`config.mk`:
```
export PLATFORM = sky130hd
export DESIGN_NAME = svdl_front
export DESIGN_NICKNAME = d
export VERILOG_FILES = /design/src/hdl/svdl_pkg.sv /design/src/hdl/svdl_front.sv
export SDC_FILE = /design/constraint.sdc
export NUM_CORES = 1
export LEC_CHECK = 0
export BUFFER_PORTS_ARGS = -buffer_cell sky130_fd_sc_hd__buf_2
export CORE_AREA = 2 2 190 192
export DETAILED_ROUTE_END_ITERATION = 8
export DIE_AREA = 0 0 192 194
export PLACE_DENSITY = 0.54
export SYNTH_ARGS = -nofsm -noshare
export SYNTH_HDL_FRONTEND = slang
export SYNTH_SLANG_ARGS = --single-unit
```
`constraint.sdc`:
```
create_clock -name clk_i -period 7.6 [get_ports clk_i]
set_input_delay 0 -clock clk_i [delete_from_list [all_inputs] [get_ports clk_i]]
set_output_delay 0 -clock clk_i [all_outputs]
set_load 0.005 [all_outputs]
```
`src/hdl/svdl_pkg.sv`:
```
package svdl_pkg;

  typedef struct packed {
    logic signed [15:0] sample_i;
    logic signed [15:0] sample_q;
    logic               block_start;
    logic [47:0]        block_time;
  } in_item_t;

  typedef struct packed {
    logic signed [15:0] out_i;
    logic signed [15:0] out_q;
  } out_item_t;

  typedef struct packed {
    logic [12:0] delay_min_samples;
    logic [12:0] delay_max_samples;
    logic [39:0] period_samples;
    logic [39:0] start_offset_samples;
  } cfg_t;

  localparam int CFG_IDX_W = 2;
  localparam logic [CFG_IDX_W-1:0] CFG_DELAY_MIN    = 2'd0;
  localparam logic [CFG_IDX_W-1:0] CFG_DELAY_MAX    = 2'd1;
  localparam logic [CFG_IDX_W-1:0] CFG_PERIOD       = 2'd2;
  localparam logic [CFG_IDX_W-1:0] CFG_START_OFFSET = 2'd3;

  localparam logic [63:0] TWO_PI_Q30 = 64'd6746518852;
  localparam logic [63:0] Q30_ONE    = 64'd1 << 30;

  // quarter-wave sine in q15, taylor series to degree 13 in q30 horner form
  function automatic logic [15:0] quarter_sine(int unsigned r, int unsigned tb);
    logic [63:0] x;
    logic [63:0] x2;
    logic [63:0] t;
    logic [63:0] dec;
    logic [63:0] s;
    x   = ((64'(r) * TWO_PI_Q30) + (64'd1 << (tb - 1))) >> tb;
    x2  = (x * x) >> 30;
    t   = Q30_ONE;
    dec = ((x2 * t) >> 30) / 64'd156;
    t   = (dec >= Q30_ONE) ? 64'd0 : Q30_ONE - dec;
    dec = ((x2 * t) >> 30) / 64'd110;
    t   = (dec >= Q30_ONE) ? 64'd0 : Q30_ONE - dec;
    dec = ((x2 * t) >> 30) / 64'd72;
    t   = (dec >= Q30_ONE) ? 64'd0 : Q30_ONE - dec;
    dec = ((x2 * t) >> 30) / 64'd42;
    t   = (dec >= Q30_ONE) ? 64'd0 : Q30_ONE - dec;
    dec = ((x2 * t) >> 30) / 64'd20;
    t   = (dec >= Q30_ONE) ? 64'd0 : Q30_ONE - dec;
    dec = ((x2 * t) >> 30) / 64'd6;
    t   = (dec >= Q30_ONE) ? 64'd0 : Q30_ONE - dec;
    s   = (x * t) >> 30;
    s   = (s + 64'd16384) >> 15;
    if (s > 64'd32767) s = 64'd32767;
    return s[15:0];
  endfunction

  function automatic logic signed [15:0] sine_entry(int unsigned k, int unsigned tb);
    int unsigned quarter;
    int unsigned q;
    int unsigned r;
    logic [15:0] v;
    quarter = 1 << (tb - 2);
    q = k >> (tb - 2);
    r = k & (quarter - 1);
    v = q[0] ? quarter_sine(quarter - r, tb) : quarter_sine(r, tb);
    return q[1] ? -$signed(v) : $signed(v);
  endfunction

endpackage

```
`src/hdl/svdl_front.sv`:
```
module svdl_front (
  input  logic               clk_i,
  input  logic               rst_ni,
  input  logic               push_i,
  input  svdl_pkg::in_item_t item_i,
  output logic               full_o,
  output logic               valid_o,
  output svdl_pkg::in_item_t item_o,
  input  logic               pop_i
);
  import svdl_pkg::*;

  in_item_t    slot_q [4];
  logic [1:0]  wr_ptr_q;
  logic [1:0]  rd_ptr_q;
  logic [2:0]  count_q;
  logic        do_push;
  logic        do_pop;

  assign full_o  = (count_q == 3'd4);
  assign valid_o = (count_q != 3'd0);
  assign item_o  = slot_q[rd_ptr_q];
  assign do_push = push_i && !full_o;
  assign do_pop  = pop_i && valid_o;

  always_ff @(posedge clk_i or negedge rst_ni) begin
    if (!rst_ni) begin
      wr_ptr_q <= '0;
      rd_ptr_q <= '0;
      count_q  <= '0;
    end else begin
      if (do_push) wr_ptr_q <= wr_ptr_q + 2'd1;
      if (do_pop) rd_ptr_q <= rd_ptr_q + 2'd1;
      count_q <= count_q + {2'b0, do_push} - {2'b0, do_pop};
    end
  end

  always_ff @(posedge clk_i) begin
    if (do_push) slot_q[wr_ptr_q] <= item_i;
  end

endmodule

```
* Yosys cells after proc, flatten, opt, wreduce, memory -nomap -nowiden
Memories as Yosys holds them, arrays and structs flattened. Index checks and enable logic that the tools add are counted.
Operators by class: multiplexer cells 2, equality and inequality tests 1, $add $sub $neg 4, reduce and logical (&&, ||, !) cells 4
Operators by type and width (count):
- $add 2x1->2 const B | 2
- $add 3x1->3 | 1
- $eq 3x3->1 const B | 1
- $reduce_bool 3->1 | 1
- $sub 3x1->3 | 1
- $logic_and 1x1->1 | 2
- $mux 1 | 2
- $logic_not 1->1 | 1
Word-level totals: memories 1, word-level logic and storage cells 15, input bits 85, RAM bits 324, flip-flop bits (word level) 7
Memories:
- slot_q | depth 4, bits a word 81, read ports 1, clocked after memory_dff 0, write ports 1, RTL line svdl_front.sv:13 | in_item_t slot_q [4];

* Longest topological paths before layout
Gate-level depths: netlist of the first run.
depth after elaboration 5, gate-level depth with buffers 9

* Worst setup path after synthesis of the first run
No wires, ideal clock.
kind reg-to-reg, start register count_q[2], end memory slot_q[0][0] in the netlist's numbering, enable pin, buffers on the path 0, clock period less this slack 3.081 ns, setup time 0.449 ns, required time 7.151 ns, setup slack 4.519 ns, cell stages (with the launch flop) 3, arrival 2.632 ns, path through dfrtp_1 nor3b_2 and3b_1
Between the ends: longest elaborated chain between the ends 5
Ends and longest elaborated chain:
- start: declaration | RTL line svdl_front.sv:16 | logic [2:0] count_q;
- start signal: assignment | RTL line svdl_front.sv:34 | count_q <= count_q + {2'b0, do_push} - {2'b0, do_pop};
- $eq 3x3->1 | RTL line svdl_front.sv:20 | assign full_o = (count_q == 3'd4);
- named net full_o | RTL line svdl_front.sv:6 | output logic full_o,
- $logic_not 1->1 | RTL line svdl_front.sv:23 | assign do_push = push_i && !full_o;
- $logic_and 1x1->1 | RTL line svdl_front.sv:23
- $mux 1 | RTL line svdl_front.sv:39 | if (do_push) slot_q[wr_ptr_q] <= item_i;
- $mux 1 (implied by the code) | RTL line svdl_front.sv:39
- end: declaration | RTL line svdl_front.sv:13
The timed path passes the listed nets, and every way through them passes these cells.

==> reports/results.ini, run 1 <==
[cts]
cts_hold_buf = 85
cts_setup_buffers = 0
cts_tree = yes
cts.clk_slew.worst_paths_ns = 0.06
cts.sinks = 331
clk_path_buf_depth = 3
clk_latency_ns = 0.51
numCtsBuffers = 36
cts_root_buffer = clkbuf_16
htreeDepth = 2
cts.repair.resized = 0

[critical_path]
end_kind = primary output
rr_worst_depth = 3
r2r-start = count_q[2]$_DFF_PN0_
startpoint = rd_ptr_q[0]$_DFFE_PN0P_
r2r_end = slot_q[0][7]$_DFFE_PP_
cp-start-kind = flop
ff2ff_setup_slack_ns = 5.02
path_class = reg -> out
cp_max_fo = 47
endpoint = item_o[16]
worst-endpoint-arrival_ns = 3.17
worstPathRequired_ns = 7.60

[route]
viasPerCell = 4.69
num_vias = 5755
ant_nets = 0
wl_per_cell_um = 19.7
routed_wl_um = 24200
drc = 0
drt_iter0_markers = 337
dr.pass1.iters = 4

[yosys]
yosysTopAreaCellShare_pct = 80.0
ys_ff_latch = 331
synth_cell_types = 20
synth_area_leaders = edfxtp_1 (80%), mux4_2 (15%), dfrtp_1 (1.4%)
synth_top_cell_by_area = edfxtp_1
syn-num-nets = 555
ys.warnings.count = 0
syn_inst = 463
ys_seq_area_share_pct = 81.5
avgSynthCellArea_um2 = 26.3
netlist_area_um2 = 12200

[outcome]
status = finished clean

[placement]
portBuffers = 167
place_area_um2 = 13500
dpl.hpwl_um = 13900
gp_congestion = 0.674

[floorplan]
dieArea_um2 = 37200
die_h_um = 194
rows = 69
io_pins = 168
die_x_um = 192
start_util_pct = 34.5
coreArea_um2 = 35200

[pwr]
p_per_area_nw_per_um2 = 369
leakage_nw = 5.30
max-vdd-ir-drop_mv = 0.186

[global_routing]
grt_pass1_vias = 6454
antenna_found_initial = 0
overflow = 0
grt_max_degree = 63
grt_pass1_wl_um = 36900
grt_usage_pct = 13.2

[sta]
rsz0062_at_grt = no
hold_viol = 0
tns_ns = 0
setup_viol = 0
post-route-period-util_pct = 41.7
slew_viol_final = 0
slew_headroom_pct = 33.0
clock_skew_ns = 0.0202
clock.fmax_mhz = 315
worstMarginPinSlew_ns = 1.01
period_needed_ns = 3.17

[finish]
finish.instance_area_um2 = 15500
fill_cells = 3058
fin_nets = 833
areaGrowthSynthToFinish_pct = 27.5
drive_above_1_share_pct = 40.7
seq_area_um2 = 9910
multi_input_area_um2 = 2110
diodes = 0

[flow_run]
drv_cap = 0

[worst_hold_path]
hp-class = in -> reg

layer usage:
layer	part of all wire (%)	wire (um)	vias up	GRT usage, %
li1	-	-	2558	-
met2	52	12600	155	23.2
met4	1.8	431	0	3.51
met5	0	0	-	0
met3	5.6	1370	40	3.29
met1	41	9820	3002	16.0
worst min path at each step:
stage,slack [ns],startpoint,depth (start not counted),end
6_report,0.24,item_i[67],2,slot_q[1][67]$_DFFE_PP_
4_1_cts,0.21,item_i[79],2,slot_q[2][79]$_DFFE_PP_
3_5_place_dp,-0.15,rst_ni,1,count_q[2]$_DFF_PN0_
2_1_floorplan,-0.30,rst_ni,0,count_q[0]$_DFF_PN0_
5_1_grt,0.24,item_i[22],2,slot_q[0][22]$_DFFE_PP_
3_3_place_gp,-0.16,rst_ni,1,count_q[0]$_DFF_PN0_
registers in the layout, summed over array words and instances, names as in the netlist:
signal    count
rd_ptr_q      2
count_q       3
slot_q      324
wr_ptr_q      2
synthesized netlist by cell type, drive strengths merged:
cell / count
o211ai: 2
nor3b: 1
nand2b: 4
ha: 6
o31a: 1
edfxtp: 324
dfrtp: 7
nand2: 1
o311ai: 1
inv: 5
mux4: 81
and3b: 4
xor2: 1
nand4bb: 2
or3: 1
xnor2: 3
fa: 1
buf: 18
layout by cell type (no fill, tap or decap):
master,instances
o31a_1,1
dfrtp_1,5
inv_1,5
clkbuf_1,8
buf_2,167
clkinv_1,5
dlygate4sd3_1,85
mux4_2,81
bufinv_16,4
or3_1,1
dfrtp_4,2
inv_6,2
ha_1,6
clkbuf_16,37
nand4bb_1,2
clkinvlp_4,2
clkinv_2,5
edfxtp_1,324
nand2_1,1
xor2_1,1
fa_1,1
nand2b_1,4
o211ai_1,2
buf_4,6
and3b_4,4
o311ai_0,1
xnor2_1,3
clkinv_4,1
nor3b_2,1
kinds of logic (layout without fill, tap and decap cells):
logic type      after synthesis  in the layout  synth area share, %
flops                       331            331                 81.5
mux                          81             81                 15.0
buf+inv                      23            327                 1.33
simple gates                 13             13                0.864
fa+ha+maj                     7              7                0.782
compound gates                4              4                0.268
xor+xnor                      4              4                0.288
where the power goes:
group	internal, mW	total (mW)	switching [mW]
clock network	1.03	1.69	0.660
logic	0.745	1.44	0.692
registers	2.41	2.60	0.190
stage by stage:
stage / hold WS, ns / power, mW / utilization, % / cells / setup WS, ns
global placement: -0.162 / 4.07 / 38.3 / 1079 / 4.82
CTS: 0.213 / 5.87 / 44.0 / 1228 / 4.22
finish: 0.238 / 5.73 / 44.0 / 1228 / 4.43
global route: 0.237 / 6.04 / 44.0 / 1228 / 4.09
detailed placement: -0.154 / 4.12 / 38.3 / 1079 / 4.79
floorplan: -0.296 / 3.51 / - / 463 / 4.52
critical path, stage by stage, from the launching register on:
cell     delay (ns)
dfrtp_4        1.08
buf_4          0.76
mux4_2         0.61
buf_2          0.15
final cells by class:
type                    count  share of cell area (%)
clock buffers              45                    6.16
clock inverters            19                    1.32
inverters                   5                   0.121
multi-input cells         109                    13.6
flip-flops and latches    331                    63.9
well taps                 461                    3.72
repair buffers            258                    11.2
Note: power is estimated with default switching activity, not from simulation.
==> run 2, diff against run 1 <==
--- a/config.mk
+++ b/config.mk
@@ -9,7 +9,7 @@
 export CORE_AREA = 2 2 190 192
 export DETAILED_ROUTE_END_ITERATION = 8
 export DIE_AREA = 0 0 192 194
-export PLACE_DENSITY = 0.54
+export PLACE_DENSITY = 0.56
 export SYNTH_ARGS = -nofsm -noshare
 export SYNTH_HDL_FRONTEND = slang
 export SYNTH_SLANG_ARGS = --single-unit
==> constraint.sdc (replaced) <==
create_clock -name clk_i -period 2.79 [get_ports clk_i]
set_input_delay 0 -clock clk_i [delete_from_list [all_inputs] [get_ports clk_i]]
set_output_delay 0 -clock clk_i [all_outputs]
set_load 0.005 [all_outputs]
==> reports/results.ini, run 2 (same netlist as run 1, synthesis figures left out) <==
[cts]
cts_tree = yes
numCtsBuffers = 35
cts_setup_buffers = 0
cts.repair.resized = 0
cts.clk_slew.worst_paths_ns = 0.06
htreeDepth = 2
cts.sinks = 331
cts_root_buffer = clkbuf_16
clk_path_buf_depth = 3
cts_hold_buf = 85
clk_latency_ns = 0.51

[placement]
portBuffers = 167
dpl.hpwl_um = 14300
place_area_um2 = 13700
gp_congestion = 0.683

[sta]
clock_skew_ns = 0.0166
hold_viol = 0
period_needed_ns = 2.39
clock.fmax_mhz = 419
slew_headroom_pct = 60.6
tns_ns = 0
rsz0062_at_grt = no
post-route-period-util_pct = 85.5
setup_viol = 0
slew_viol_final = 0
worstMarginPinSlew_ns = 0.590

[critical_path]
end_kind = flop
r2r_end = count_q[2]$_DFF_PN0_
worstPathRequired_ns = 3.18
slowest_stage = dfrtp_1
path_class = reg -> reg
ff2ff_setup_slack_ns = 0.40
worst-endpoint-arrival_ns = 2.78
rr_worst_depth = 9
path_cells = nor3b_2 -> nand2b_1 -> ha_1 -> inv_1 -> ha_1 -> inv_1 -> fa_1 -> xnor2_1 -> xnor2_1
r2r-start = count_q[1]$_DFF_PN0_
max_stage_delay_ns = 0.48
cp-start-kind = flop
cp_max_fo = 8
cp_top_family = adder cells
path_buf_inv = 2

[finish]
fill_cells = 3071
multi_input_area_um2 = 2110
top_regs = slot_q: 324 flops, count_q: 3 flops
seq_area_um2 = 9910
areaGrowthSynthToFinish_pct = 28.2
final_cell_mix = edfxtp_1 (324), buf_2 (167), dlygate4sd3_1 (85)
drive_above_1_share_pct = 41.1
largest-register = slot_q
finish.instance_area_um2 = 15600
largest_reg_flops = 324
fin_nets = 838
diodes = 0
final_common_cell = edfxtp_1

[floorplan]
rows = 69
io_pins = 168
coreArea_um2 = 35200
dieArea_um2 = 37200
die_h_um = 194
start_util_pct = 34.5
die_x_um = 192

[worst_hold_path]
holdPathStages = 2
hp-class = in -> reg
min_from = item_i[4]
worstHoldEndpoint = slot_q[0][4]$_DFFE_PP_

[route]
ant_nets = 0
dr.pass1.iters = 4
num_vias = 5811
viasPerCell = 4.72
routed_wl_um = 24000
drt_iter0_markers = 360
wl_per_cell_um = 19.5
drc = 0

[pwr]
max-vdd-ir-drop_mv = 0.580
p_per_area_nw_per_um2 = 993
leakage_nw = 5.33

[global_routing]
overflow = 0
grt_pass1_wl_um = 37300
grt_usage_pct = 13.1
grt_pass1_vias = 6547
grt_max_degree = 60
antenna_found_initial = 0

[flow_run]
drv_cap = 0

[outcome]
status = finished clean

==> run 2: stage by stage <==
stage	total power [mW]	setup slack, ns	hold WS (ns)	std cells	util, %
floorplan	9.52	0.618	-0.296	463	-
detailed placement	11.4	0.389	-0.150	1085	38.8
finish	15.5	0.403	0.242	1232	44.3
global placement	11.2	0.493	-0.161	1085	38.8
global route	16.4	0.187	0.226	1232	44.3
CTS	15.9	0.370	0.212	1232	44.3
==> run 2: where the power goes <==
part	total (mW)	internal, mW	switching (mW)	leakage, nW
Combinational	4.24	2.18	2.06	1.75
Sequential	6.92	6.55	0.371	3.05
Clock	4.32	2.51	1.82	0.532
Total	15.5	11.2	4.25	5.33
==> run 2: layer usage <==
metal	track usage, %	vias to the layer above	routed length (um)
met1	16.4	3044	9870
met2	22.5	157	12100
met5	0	-	0
li1	-	2564	-
met4	4.18	0	562
met3	3.26	46	1440
==> run 2: area by class of cell <==
class | count | area share [%]
sequential | 331 | 63.6
clock buffer | 41 | 6.03
clock inverter | 21 | 0.859
timing repair buffer | 264 | 12.2
tap | 461 | 3.70
multi-input combinational | 109 | 13.5
inverter | 5 | 0.120
==> run 2: worst max path at each step <==
| stage | from | slack, ns | depth (start not counted) | end |
|---|---|---|---|---|
| 2_1_floorplan | count_q[2]$_DFF_PN0_ | 0.62 | 2 | slot_q[0][0]$_DFFE_PP_ |
| 3_3_place_gp | count_q[1]$_DFF_PN0_ | 0.49 | 9 | count_q[2]$_DFF_PN0_ |
| 3_5_place_dp | count_q[1]$_DFF_PN0_ | 0.39 | 9 | count_q[2]$_DFF_PN0_ |
| 4_1_cts | count_q[1]$_DFF_PN0_ | 0.37 | 9 | count_q[2]$_DFF_PN0_ |
| 5_1_grt | count_q[1]$_DFF_PN0_ | 0.19 | 9 | count_q[2]$_DFF_PN0_ |
| 6_report | count_q[1]$_DFF_PN0_ | 0.40 | 9 | count_q[2]$_DFF_PN0_ |
==> run 2: worst reg2reg max path, delay by kind of cell (launching register included) <==
kind	cells	cell delay, ns
XOR/XNOR	2	0.28
adder cells (fa/ha/maj)	3	0.77
AND/OR/NAND/NOR	2	0.62
buffers and inverters	2	0.11
flip-flops	1	0.48
==> run 3, diff against run 2 <==
--- a/config.mk
+++ b/config.mk
@@ -6,10 +6,13 @@
 export NUM_CORES = 1
 export LEC_CHECK = 0
 export BUFFER_PORTS_ARGS = -buffer_cell sky130_fd_sc_hd__buf_2
+export CELL_PAD_IN_SITES_DETAIL_PLACEMENT = 1
+export CELL_PAD_IN_SITES_GLOBAL_PLACEMENT = 1
 export CORE_AREA = 2 2 190 192
 export DETAILED_ROUTE_END_ITERATION = 8
 export DIE_AREA = 0 0 192 194
-export PLACE_DENSITY = 0.56
+export GPL_TIMING_DRIVEN = 1
+export PLACE_DENSITY = 0.61
 export SYNTH_ARGS = -nofsm -noshare
 export SYNTH_HDL_FRONTEND = slang
 export SYNTH_SLANG_ARGS = --single-unit
==> reports/results.ini, run 3 (same netlist as run 1, synthesis figures left out) <==
[placement]
portBuffers = 167
dpl.hpwl_um = 14900
gp_congestion = 0.710
placed_cells_incl_taps = 1085

[critical_path]
cp_max_fo = 8
ff2ff_setup_slack_ns = 0.38
rr_worst_depth = 9
r2r_end = count_q[2]$_DFF_PN0_
worst-endpoint-arrival_ns = 2.84
r2r-start = count_q[1]$_DFF_PN0_
worstPathRequired_ns = 3.22
cp-start-kind = flop
end_kind = flop
path_class = reg -> reg

[cts]
cts.clk_slew.worst_paths_ns = 0.05
clk_latency_ns = 0.51
cts_tree = yes
cts_root_buffer = clkbuf_16
clk_path_buf_depth = 3
numCtsBuffers = 38
cts.sinks = 331
htreeDepth = 2

[pwr]
finalPower_mw = 15.9
leakage_nw = 5.37
p_per_area_nw_per_um2 = 1010
max-vdd-ir-drop_mv = 0.490

[floorplan]
die_h_um = 194
io_pins = 168
start_util_pct = 34.5
die_x_um = 192
dieArea_um2 = 37200
rows = 69
coreArea_um2 = 35200

[global_routing]
grt_pass1_vias = 6809
antenna_found_initial = 2
grt_max_degree = 50
grt_usage_pct = 13.8
overflow = 0
grt_pass1_wl_um = 39000

[finish]
fin_util_pct = 44.5
instances_no_fill = 1238
diodes = 0
largest-register = slot_q
largest_reg_flops = 324
final_cell_mix = edfxtp_1 (324), buf_2 (167), dlygate4sd3_1 (85)
fin_nets = 841
drive_above_1_share_pct = 41.4
areaGrowthSynthToFinish_pct = 28.9
fill_cells = 3306
top_regs = slot_q: 324 flops, count_q: 3 flops
final_common_cell = edfxtp_1

[worst_hold_path]
worstHoldEndpoint = slot_q[2][70]$_DFFE_PP_
min_from = item_i[70]
holdPathStages = 2
hp-class = in -> reg

[outcome]
status = finished clean

[sta]
slew_headroom_pct = 65.5
clock.fmax_mhz = 415
period_needed_ns = 2.41
slew_viol_final = 0
rsz0062_at_grt = no
tns_ns = 0
hold_viol = 0
clock_skew_ns = 0.0153
worstMarginPinSlew_ns = 0.517
setup_viol = 0
post-route-period-util_pct = 86.4

[route]
wl_per_cell_um = 20.4
drc = 0
dr.pass1.iters = 4
ant_nets = 0
routed_wl_um = 25300
viasPerCell = 4.73
drt_iter0_markers = 353
num_vias = 5858

[flow_run]
drv_cap = 0

-- run 3: changes by cell type in the layout (fill, tap and decap cells not counted), moves of 2 or more --
cell        before  now
buf_4            2    5
bufinv_16        1    3
clkinvlp_4       1    3
clkbuf_1         4    6
clkbuf_16       37   39
buf_12          10    7
-- run 3: worst max-delay path, stage by stage (launching register included) --
cell,delay (ns)
dfrtp_1,0.48
nor3b_2,0.45
nand2b_1,0.17
ha_1,0.23
inv_1,0.06
ha_1,0.13
inv_1,0.05
fa_1,0.40
xnor2_1,0.19
xnor2_1,0.15
-- run 3: metal layers --
| layer | track usage [%] | part of all wire, % | wire [um] | up-vias |
|---|---|---|---|---|
| met2 | 23.2 | 50 | 12600 | 161 |
| li1 | - | - | - | 2567 |
| met5 | 0 | 0.11 | 29 | - |
| met3 | 3.55 | 5.5 | 1390 | 44 |
| met4 | 3.76 | 1.9 | 473 | 4 |
| met1 | 17.9 | 42 | 10700 | 3082 |
-- run 3: worst max-delay path by stage --
| stage | startpoint | slack [ns] | endpoint |
|---|---|---|---|
| CTS | count_q[1]$_DFF_PN0_ | 0.35 | count_q[2]$_DFF_PN0_ |
| finish | count_q[1]$_DFF_PN0_ | 0.38 | count_q[2]$_DFF_PN0_ |
| global route | count_q[1]$_DFF_PN0_ | 0.19 | count_q[2]$_DFF_PN0_ |
| floorplan | count_q[2]$_DFF_PN0_ | 0.62 | slot_q[0][0]$_DFFE_PP_ |
| global placement | count_q[1]$_DFF_PN0_ | 0.50 | count_q[2]$_DFF_PN0_ |
| detailed placement | count_q[1]$_DFF_PN0_ | 0.40 | count_q[2]$_DFF_PN0_ |
-- run 3: cell type report --
| class | instances | area (um^2) | area share (%) |
|---|---|---|---|
| clock inverters | 23 | 193 | 1.23 |
| repair buffers | 264 | 1860 | 11.9 |
| inverters | 5 | 18.8 | 0.120 |
| multi-input cells | 109 | 2110 | 13.4 |
| flip-flops and latches | 331 | 9910 | 63.3 |
| well taps | 461 | 577 | 3.68 |
| clock buffers | 45 | 998 | 6.37 |
-- run 3: report_power, final --
part | total, mW | switching [mW] | internal (mW)
combinational | 4.30 | 2.14 | 2.16
clock | 4.68 | 1.85 | 2.83
sequential | 6.91 | 0.344 | 6.56
total | 15.9 | 4.33 | 11.6
-- run 3: repair_timing --
action / 4_1_cts / 5_1_grt
setup buffers: 0 / 0
hold endpoints to repair: 335 / 0
hold buffers: 85 / 0
resized for setup: 0 / 0
-- run 3: per-stage QoR --
stage	worst slack (ns)	instance area (um^2)	hold slack [ns]
after floorplan	0.618	12200	-0.296
after global placement	0.496	13600	-0.155
after detailed placement	0.401	13600	-0.151
after CTS	0.352	15700	0.212
after global routing	0.191	15700	0.236
final	0.381	15700	0.241
